`src/rtl/pfd_pkg.sv`:
```
`timescale 1ns / 1ps
// ----------------------------------------------------------------------------
// pfd_pkg - PID with filtered derivative, shared definitions
// Field widths, register indexes, reset values and fixed-point constants.
// ----------------------------------------------------------------------------
package pfd_pkg;

    localparam int ERR_W      = 16;
    localparam int DT_W       = 16;
    localparam int DRIVE_W    = 16;
    localparam int GAIN_W     = 24;
    localparam int ALPHA_W    = 17;
    localparam int IBOUND_W   = 31;
    localparam int DBOUND_W   = 15;
    localparam int STATE_W    = 32;
    localparam int CFG_ADDR_W = 3;
    localparam int CFG_DATA_W = 31;

    localparam logic [CFG_ADDR_W-1:0] CFG_GAIN_PROP     = 3'd0;
    localparam logic [CFG_ADDR_W-1:0] CFG_GAIN_INTEG    = 3'd1;
    localparam logic [CFG_ADDR_W-1:0] CFG_GAIN_DERIV    = 3'd2;
    localparam logic [CFG_ADDR_W-1:0] CFG_FILTER_WEIGHT = 3'd3;
    localparam logic [CFG_ADDR_W-1:0] CFG_INTEG_BOUND   = 3'd4;
    localparam logic [CFG_ADDR_W-1:0] CFG_DRIVE_BOUND   = 3'd5;

    localparam logic [DT_W-1:0]     DT_MIN_CODE  = 16'd6;
    localparam logic [ALPHA_W-1:0]  ALPHA_ONE    = 17'd65536;
    localparam logic [IBOUND_W-1:0] IBOUND_RESET = 31'h7FFF_FFFF;
    localparam logic [DBOUND_W-1:0] DBOUND_RESET = 15'h7FFF;

endpackage

```
`src/rtl/pid_filtered_derivative_top.sv`:
```
`timescale 1ns / 1ps
// ----------------------------------------------------------------------------
// pid_filtered_derivative_top - PID controller, filtered D, clamped I
// Sequenced datapath: one restoring divider and one shared 33x25 multiplier.
//
//   channel   handshake             payload
//   input     i_valid / o_stall     i_err_sample, i_step_time, i_restart
//   output    o_valid / i_stall     o_drive
//   config    i_cfg_we              i_cfg_addr, i_cfg_data
//
// A computed request runs from accept through S_DIV, the bit-serial divider for
// the difference quotient, the shared multiplier states S_MUL_P to S_MUL_D and
// S_SUM, then S_DONE to hand over; the next request is taken back in S_IDLE.
// Restart, short step and first sample go straight to S_DONE, then S_IDLE.
// Reset is synchronous, active low; state and registers return to defaults.
// A result waits in the output register under i_stall while the next request
// is taken; a second finished result holds the sequencer until it drains.
// ----------------------------------------------------------------------------
module pid_filtered_derivative_top (
    input  logic                                       i_clk,
    input  logic                                       i_rst_n,
    input  logic                                       i_valid,
    output logic                                       o_stall,
    input  logic signed [pfd_pkg::ERR_W-1:0]           i_err_sample,
    input  logic        [pfd_pkg::DT_W-1:0]            i_step_time,
    input  logic                                       i_restart,
    output logic                                       o_valid,
    input  logic                                       i_stall,
    output logic signed [pfd_pkg::DRIVE_W-1:0]         o_drive,
    input  logic                                       i_cfg_we,
    input  logic        [pfd_pkg::CFG_ADDR_W-1:0]      i_cfg_addr,
    input  logic        [pfd_pkg::CFG_DATA_W-1:0]      i_cfg_data
);
    import pfd_pkg::*;

    typedef enum logic [3:0] {
        S_IDLE,
        S_DIV,
        S_MUL_P,
        S_MUL_ED,
        S_MUL_AQ,
        S_MUL_BS,
        S_SLOPE,
        S_MUL_D,
        S_SUM,
        S_DONE
    } t_state;

    t_state r_state;

    logic signed [GAIN_W-1:0]   r_gain_prop;
    logic signed [GAIN_W-1:0]   r_gain_integ;
    logic signed [GAIN_W-1:0]   r_gain_deriv;
    logic        [ALPHA_W-1:0]  r_filter_weight;
    logic        [IBOUND_W-1:0] r_integ_bound;
    logic        [DBOUND_W-1:0] r_drive_bound;

    logic signed [ERR_W-1:0]    r_last_err;
    logic signed [STATE_W-1:0]  r_err_accum;
    logic signed [STATE_W-1:0]  r_slope;
    logic                       r_first;

    logic signed [ERR_W-1:0]    r_err;
    logic        [DT_W-1:0]     r_dt;
    logic                       r_neg;
    logic        [31:0]         r_quo;
    logic        [DT_W-1:0]     r_rem;
    logic        [4:0]          r_cnt;
    logic signed [STATE_W-1:0]  r_q;
    logic signed [57:0]         r_prod;
    logic signed [23:0]         r_p;
    logic signed [23:0]         r_i;
    logic signed [48:0]         r_wsum;
    logic signed [DRIVE_W-1:0]  r_res;
    logic                       r_out_valid;
    logic signed [DRIVE_W-1:0]  r_drive;

    logic signed [32:0]         m_a;
    logic signed [24:0]         m_b;
    logic signed [57:0]         m_p;

    logic signed [ERR_W:0]      n_diff;
    logic        [ERR_W:0]      n_mag;
    logic        [DT_W:0]       n_trial;
    logic                       n_ge;
    logic        [DT_W:0]       n_sub;
    logic signed [33:0]         n_acc;
    logic signed [33:0]         n_acc_hi;
    logic signed [33:0]         n_acc_lo;
    logic signed [33:0]         n_acc_clamp;
    logic signed [48:0]         n_wsum;
    logic signed [40:0]         n_sum;
    logic signed [40:0]         n_sum_hi;
    logic signed [40:0]         n_sum_lo;
    logic signed [40:0]         n_sum_clamp;
    logic                       n_out_free;
    logic        [ALPHA_W-1:0]  n_alpha_c;

    // configuration
    always_ff @(posedge i_clk) begin
        if (!i_rst_n) begin
            r_gain_prop     <= '0;
            r_gain_integ    <= '0;
            r_gain_deriv    <= '0;
            r_filter_weight <= ALPHA_ONE;
            r_integ_bound   <= IBOUND_RESET;
            r_drive_bound   <= DBOUND_RESET;
        end else if (i_cfg_we) begin
            unique case (i_cfg_addr)
                CFG_GAIN_PROP:     r_gain_prop   <= i_cfg_data[GAIN_W-1:0];
                CFG_GAIN_INTEG:    r_gain_integ  <= i_cfg_data[GAIN_W-1:0];
                CFG_GAIN_DERIV:    r_gain_deriv  <= i_cfg_data[GAIN_W-1:0];
                CFG_FILTER_WEIGHT: begin
                    if (i_cfg_data[ALPHA_W-1:0] > ALPHA_ONE) begin
                        r_filter_weight <= ALPHA_ONE;
                    end else begin
                        r_filter_weight <= i_cfg_data[ALPHA_W-1:0];
                    end
                end
                CFG_INTEG_BOUND:   r_integ_bound <= i_cfg_data[IBOUND_W-1:0];
                CFG_DRIVE_BOUND:   r_drive_bound <= i_cfg_data[DBOUND_W-1:0];
                default: ;
            endcase
        end
    end

    // shared multiplier operand select
    always_comb begin
        m_a = '0;
        m_b = '0;
        unique case (r_state)
            S_MUL_P: begin
                m_a = {{17{r_err[ERR_W-1]}}, r_err};
                m_b = {r_gain_prop[GAIN_W-1], r_gain_prop};
            end
            S_MUL_ED: begin
                m_a = {17'b0, r_dt};
                m_b = {{9{r_err[ERR_W-1]}}, r_err};
            end
            S_MUL_AQ: begin
                m_a = {r_q[STATE_W-1], r_q};
                m_b = {8'b0, r_filter_weight};
            end
            S_MUL_BS: begin
                m_a = {r_slope[STATE_W-1], r_slope};
                m_b = {8'b0, n_alpha_c};
            end
            S_SLOPE: begin
                m_a = {r_err_accum[STATE_W-1], r_err_accum};
                m_b = {r_gain_integ[GAIN_W-1], r_gain_integ};
            end
            S_MUL_D: begin
                m_a = {r_slope[STATE_W-1], r_slope};
                m_b = {r_gain_deriv[GAIN_W-1], r_gain_deriv};
            end
            default: ;
        endcase
    end

    assign m_p       = m_a * m_b;
    assign n_alpha_c = ALPHA_ONE - r_filter_weight;

    // difference and divider step
    assign n_diff  = {i_err_sample[ERR_W-1], i_err_sample} - {r_last_err[ERR_W-1], r_last_err};
    assign n_mag   = n_diff[ERR_W] ? (~n_diff + 1'b1) : n_diff;
    assign n_trial = {r_rem, r_quo[31]};
    assign n_ge    = (n_trial >= {1'b0, r_dt});
    assign n_sub   = n_trial - {1'b0, r_dt};

    // integral accumulate and clamp
    assign n_acc    = {{2{r_err_accum[STATE_W-1]}}, r_err_accum} + r_prod[33:0];
    assign n_acc_hi = {3'b0, r_integ_bound};
    assign n_acc_lo = -n_acc_hi;
    assign n_acc_clamp = (n_acc > n_acc_hi) ? n_acc_hi :
                         (n_acc < n_acc_lo) ? n_acc_lo : n_acc;

    // filter blend
    assign n_wsum = r_wsum + r_prod[48:0];

    // output sum and clamp
    assign n_sum = {{17{r_p[23]}}, r_p} + {{17{r_i[23]}}, r_i}
                 + {r_prod[55], r_prod[55:16]};
    assign n_sum_hi = {26'b0, r_drive_bound};
    assign n_sum_lo = -n_sum_hi;
    assign n_sum_clamp = (n_sum > n_sum_hi) ? n_sum_hi :
                         (n_sum < n_sum_lo) ? n_sum_lo : n_sum;

    assign n_out_free = !r_out_valid || !i_stall;

    always_ff @(posedge i_clk) begin
        if (!i_rst_n) begin
            r_state     <= S_IDLE;
            r_last_err  <= '0;
            r_err_accum <= '0;
            r_slope     <= '0;
            r_first     <= 1'b1;
            r_out_valid <= 1'b0;
        end else begin
            if (r_out_valid && !i_stall) begin
                r_out_valid <= 1'b0;
            end
            unique case (r_state)
                S_IDLE: begin
                    if (i_valid) begin
                        r_res <= '0;
                        if (i_restart) begin
                            r_first     <= 1'b1;
                            r_err_accum <= '0;
                            r_last_err  <= '0;
                            r_state     <= S_DONE;
                        end else if (i_step_time <= DT_MIN_CODE) begin
                            r_state <= S_DONE;
                        end else if (r_first) begin
                            r_last_err <= i_err_sample;
                            r_first    <= 1'b0;
                            r_state    <= S_DONE;
                        end else begin
                            r_err   <= i_err_sample;
                            r_dt    <= i_step_time;
                            r_neg   <= n_diff[ERR_W];
                            r_quo   <= {n_mag[ERR_W-1:0], 16'b0};
                            r_rem   <= '0;
                            r_cnt   <= '0;
                            r_state <= S_DIV;
                        end
                    end
                end
                S_DIV: begin
                    r_rem <= n_ge ? n_sub[DT_W-1:0] : n_trial[DT_W-1:0];
                    r_quo <= {r_quo[30:0], n_ge};
                    r_cnt <= r_cnt + 5'd1;
                    if (r_cnt == 5'd31) begin
                        r_state <= S_MUL_P;
                    end
                end
                S_MUL_P: begin
                    r_q     <= r_neg ? -$signed(r_quo) : $signed(r_quo);
                    r_prod  <= m_p;
                    r_state <= S_MUL_ED;
                end
                S_MUL_ED: begin
                    r_p     <= r_prod[39:16];
                    r_prod  <= m_p;
                    r_state <= S_MUL_AQ;
                end
                S_MUL_AQ: begin
                    r_err_accum <= n_acc_clamp[STATE_W-1:0];
                    r_prod      <= m_p;
                    r_state     <= S_MUL_BS;
                end
                S_MUL_BS: begin
                    r_wsum  <= r_prod[48:0];
                    r_prod  <= m_p;
                    r_state <= S_SLOPE;
                end
                S_SLOPE: begin
                    r_slope <= n_wsum[47:16];
                    r_prod  <= m_p;
                    r_state <= S_MUL_D;
                end
                S_MUL_D: begin
                    r_i     <= r_prod[55:32];
                    r_prod  <= m_p;
                    r_state <= S_SUM;
                end
                S_SUM: begin
                    r_res      <= n_sum_clamp[DRIVE_W-1:0];
                    r_last_err <= r_err;
                    r_state    <= S_DONE;
                end
                S_DONE: begin
                    if (n_out_free) begin
                        r_drive     <= r_res;
                        r_out_valid <= 1'b1;
                        r_state     <= S_IDLE;
                    end
                end
                default: r_state <= S_IDLE;
            endcase
        end
    end

    assign o_stall = (r_state != S_IDLE);
    assign o_valid = r_out_valid;
    assign o_drive = r_drive;

endmodule

```
`config.mk`:
```
export PLATFORM = sky130hd
export DESIGN_NAME = pid_filtered_derivative_top
export DESIGN_NICKNAME = d
export VERILOG_FILES = /design/src/rtl/pfd_pkg.sv /design/src/rtl/pid_filtered_derivative_top.sv
export SDC_FILE = /design/constraint.sdc
export NUM_CORES = 2
export LEC_CHECK = 0
export BUFFER_PORTS_ARGS = -buffer_cell sky130_fd_sc_hd__buf_2
export CAP_MARGIN = 20
export CORE_MARGIN = 3
export CORE_UTILIZATION = 45
export DETAILED_ROUTE_END_ITERATION = 8
export PLACE_DENSITY = 0.57
export SLEW_MARGIN = 20
export SYNTH_ARGS = -nofsm -noshare
export SYNTH_HDL_FRONTEND = slang
export SYNTH_SLANG_ARGS = --single-unit
```
`constraint.sdc`:
```
create_clock -name i_clk -period 12.6 [get_ports i_clk]
set_clock_uncertainty 0.15 [all_clocks]
set_input_delay 1.26 -clock i_clk [delete_from_list [all_inputs] [get_ports i_clk]]
set_output_delay 1.26 -clock i_clk [all_outputs]
set_load 0.02 [all_outputs]
```
==> flow_summary.yaml <==
outcome:
  status: "finished clean"
clock_network:
  cts_setup_buffers: 0
  cts.sinks: 523
  clk_latency_ps: 700
  htree_levels: 2
  cts_tree: "done"
  path_clk_slew_ps: 60
  post_cts_resized: 0
  cts_buffers: 59
  clk_root_buffer_cell: "clkbuf_16"
  clockBufferDepth: 3
  ctsHoldBuffers: 0
floorplanning:
  rows: 134
  core_area_um2: 134000
  start_util_pct: 45.4
  io_pins: 90
  die_area_um2: 139000
  chipHeight_um: 373
  fp.dieW_um: 373
setup_path:
  critPathMostFrequentCell: "fa_1"
  crit_required_ps: 12860
  reg2reg_depth: 29
  endpoint: "r_prod[54]"
  critPathSlowestCell: "dfxtp_1"
  crit_arrival_ps: 11170
  crit_path_end_kind: "flop"
  critical_path_class: "reg2reg"
  critPathMaxStageDelay_ps: 940
  rrSetupSlack_ps: 1690
  timing.rr.start: "r_state[0]"
  path_depth: 29
  rr_endpoint: "r_prod[54]"
  critPathMaxFanout: 27
  cp-startpoint: "r_state[0]"
  cp_top_family: "adder cells"
  critPathBufInv: 4
  start_kind: "flop"
logic_synthesis:
  netlist_instances: 6691
  synthesis.nets: 8048
  ys_top_cells_by_count: "inv_1 (1055), nand2_1 (967), fa_1 (855)"
  synth.area.top_cells: "fa_1 (28%), edfxtp_1 (15%), ha_1 (8.9%)"
  yosysMostFrequentCell: "inv_1"
  ys_dominant_reg_cell: "edfxtp_1"
  ys_ff_latch: 523
  syn_area_per_cell_um2: 9.08
  yosys.area.top_type: "fa_1"
  ys_seq_area_share_pct: 22.2
  ys_warn_count: 0
  async_flop_share_pct: 0
  ys_types: 87
  synth_top_area_share_pct: 28.2
  synth_edf_count: 302
  synth_area_um2: 60700
power_and_ir_drop:
  power_frac_clock_pct: 25.6
  p_int_mw: 4.36
  p_sw_share_pct: 41.7
  p_per_area_nw_per_um2: 115
  p_leak_nw: 30.0
  p_switching_mw: 3.12
  power.share.combinational_pct: 43.2
  peakVddDrop_uv: 166
  p_seq_share_pct: 31.2
grt:
  grt_pass1_wl_mm: 304
  grt_max_degree: 74
  overflow: 0
  grt_use_total_pct: 28.7
  grt_pass1_vias: 48300
  antenna_found_initial: 8
sta:
  layout_worst_path_cycle_share_pct: 86.6
  finalHoldViolCount: 0
  fmax_mhz: 91.7
  drv_slew: 0
  relSlewSlack_pct: 20.6
  tightest_slew_ps: 1190
  setup_viol: 0
  rsz0062_at_grt: "false"
  tns_ps: 0
  hold_ws_ps: 268
  min_period_ps: 10910
finish:
  fillers: 12800
  drive_above_1_share_pct: 5.06
  layout.nets: 7996
  ff_latch_area_um2: 13500
  synthToLayoutAreaGrowth_pct: 7.47
  multi_input_area_um2: 42200
drt:
  drt-total-wl_mm: 201
  drc: 0
  drtAntennaViolNets: 0
  drtPass1Iterations: 8
  drtIter0Drc: 3810
  viasPerCell: 5.65
  vias: 47800
  wl_per_cell_um: 23.7
run:
  max_cap_viol_count: 0
min_path:
  hp-class: "reg2reg"
placed_design:
  gp_congestion: 0.952
  numPortBuffers: 89
  hpwl_mm: 158
## cell usage in the layout, fill, tap and decap left out, types with 60 or more instances in the layout
master     instances
edfxtp_1         302
a22oi_1           67
nor2_1           548
o21ai_0          178
a21boi_0          96
a21o_1           134
xor2_1            74
clkbuf_16         60
and2_1            60
nand2_1          965
inv_1           1055
nand4_1           85
dfxtp_1          221
nor3_1            72
ha_1             430
buf_2             88
fa_1             855
buf_4             95
a21oi_1          250
nand3_1           84
o211ai_1          87
xnor2_1          193
## how the worst min path moves through the flow
stage / start / to / slack, ps / cells past startpoint
floorplan: r_res[0] / o_drive[0] / 250 / 0
global placement: r_res[9] / o_drive[9] / 250 / 0
detailed placement: r_res[2] / o_drive[2] / 260 / 0
CTS: r_res[8] / o_drive[8] / 270 / 0
global route: r_res[0] / o_drive[0] / 280 / 0
finish: r_res[3] / o_drive[3] / 270 / 0
## area by class of cell
type,instances,share of cell area [%]
Multi-Input combinational cell,4810,64.7
Inverter,1056,6.07
Antenna cell,2,0.00767
Clock inverter,32,0.786
Clock buffer,76,2.47
Sequential cell,523,20.7
Tap cell,1768,3.39
Timing Repair Buffer,189,1.88
## per-layer routing
layer	share of wire, %	vias to the layer above	global-route usage, %
met5	0.013	-	0
met2	44	1810	44.2
met4	4.0	4	9.85
li1	-	21700	-
met3	9.4	332	6.95
met1	43	23900	39.7
## cell families after synthesis
kind of cell | after synthesis | synth area share, %
AND/OR/NAND/NOR | 2123 | 15.7
buffers and inverters | 1358 | 8.42
adder cells (fa/ha/maj) | 1285 | 37.0
AO/OA/AOI/OAI | 1095 | 12.1
flip-flops | 523 | 22.2
XOR/XNOR | 267 | 3.85
multiplexers | 40 | 0.663
## per-stage QoR
step	util (%)	cell area [um^2]	power, mW	cells	worst slack [ps]
final	48.8	65300	7.47	8456	1690
after global routing	48.8	65300	7.92	8454	1130
after CTS	48.7	65200	7.46	8451	1820
after detailed placement	47.2	63100	5.53	8343	1800
after global placement	47.1	63100	5.49	8340	2050
after floorplan	-	60700	4.45	6691	3180
## registers in the layout, indices dropped and copies added, names as in the netlist, 17 cells and up
| name | cells |
|---|---|
| r_prod | 56 |
| r_wsum | 48 |
| r_p | 24 |
| r_q | 32 |
| r_integ_bound | 31 |
| r_gain_prop | 24 |
| r_gain_integ | 24 |
| r_filter_weight | 17 |
| r_slope | 32 |
| r_gain_deriv | 24 |
| r_i | 24 |
| r_err_accum | 32 |
| r_quo | 32 |
## power by group through the flow
stage,Combinational (mW),Sequential (mW),Clock [mW]
after floorplan,2.20,2.26,0
after global placement,3.13,2.36,0
after detailed placement,3.17,2.36,0
after CTS,3.19,2.33,1.95
after global routing,3.55,2.35,2.02
final,3.23,2.33,1.91
No activity file was read; power rests on OpenSTA's default activity.
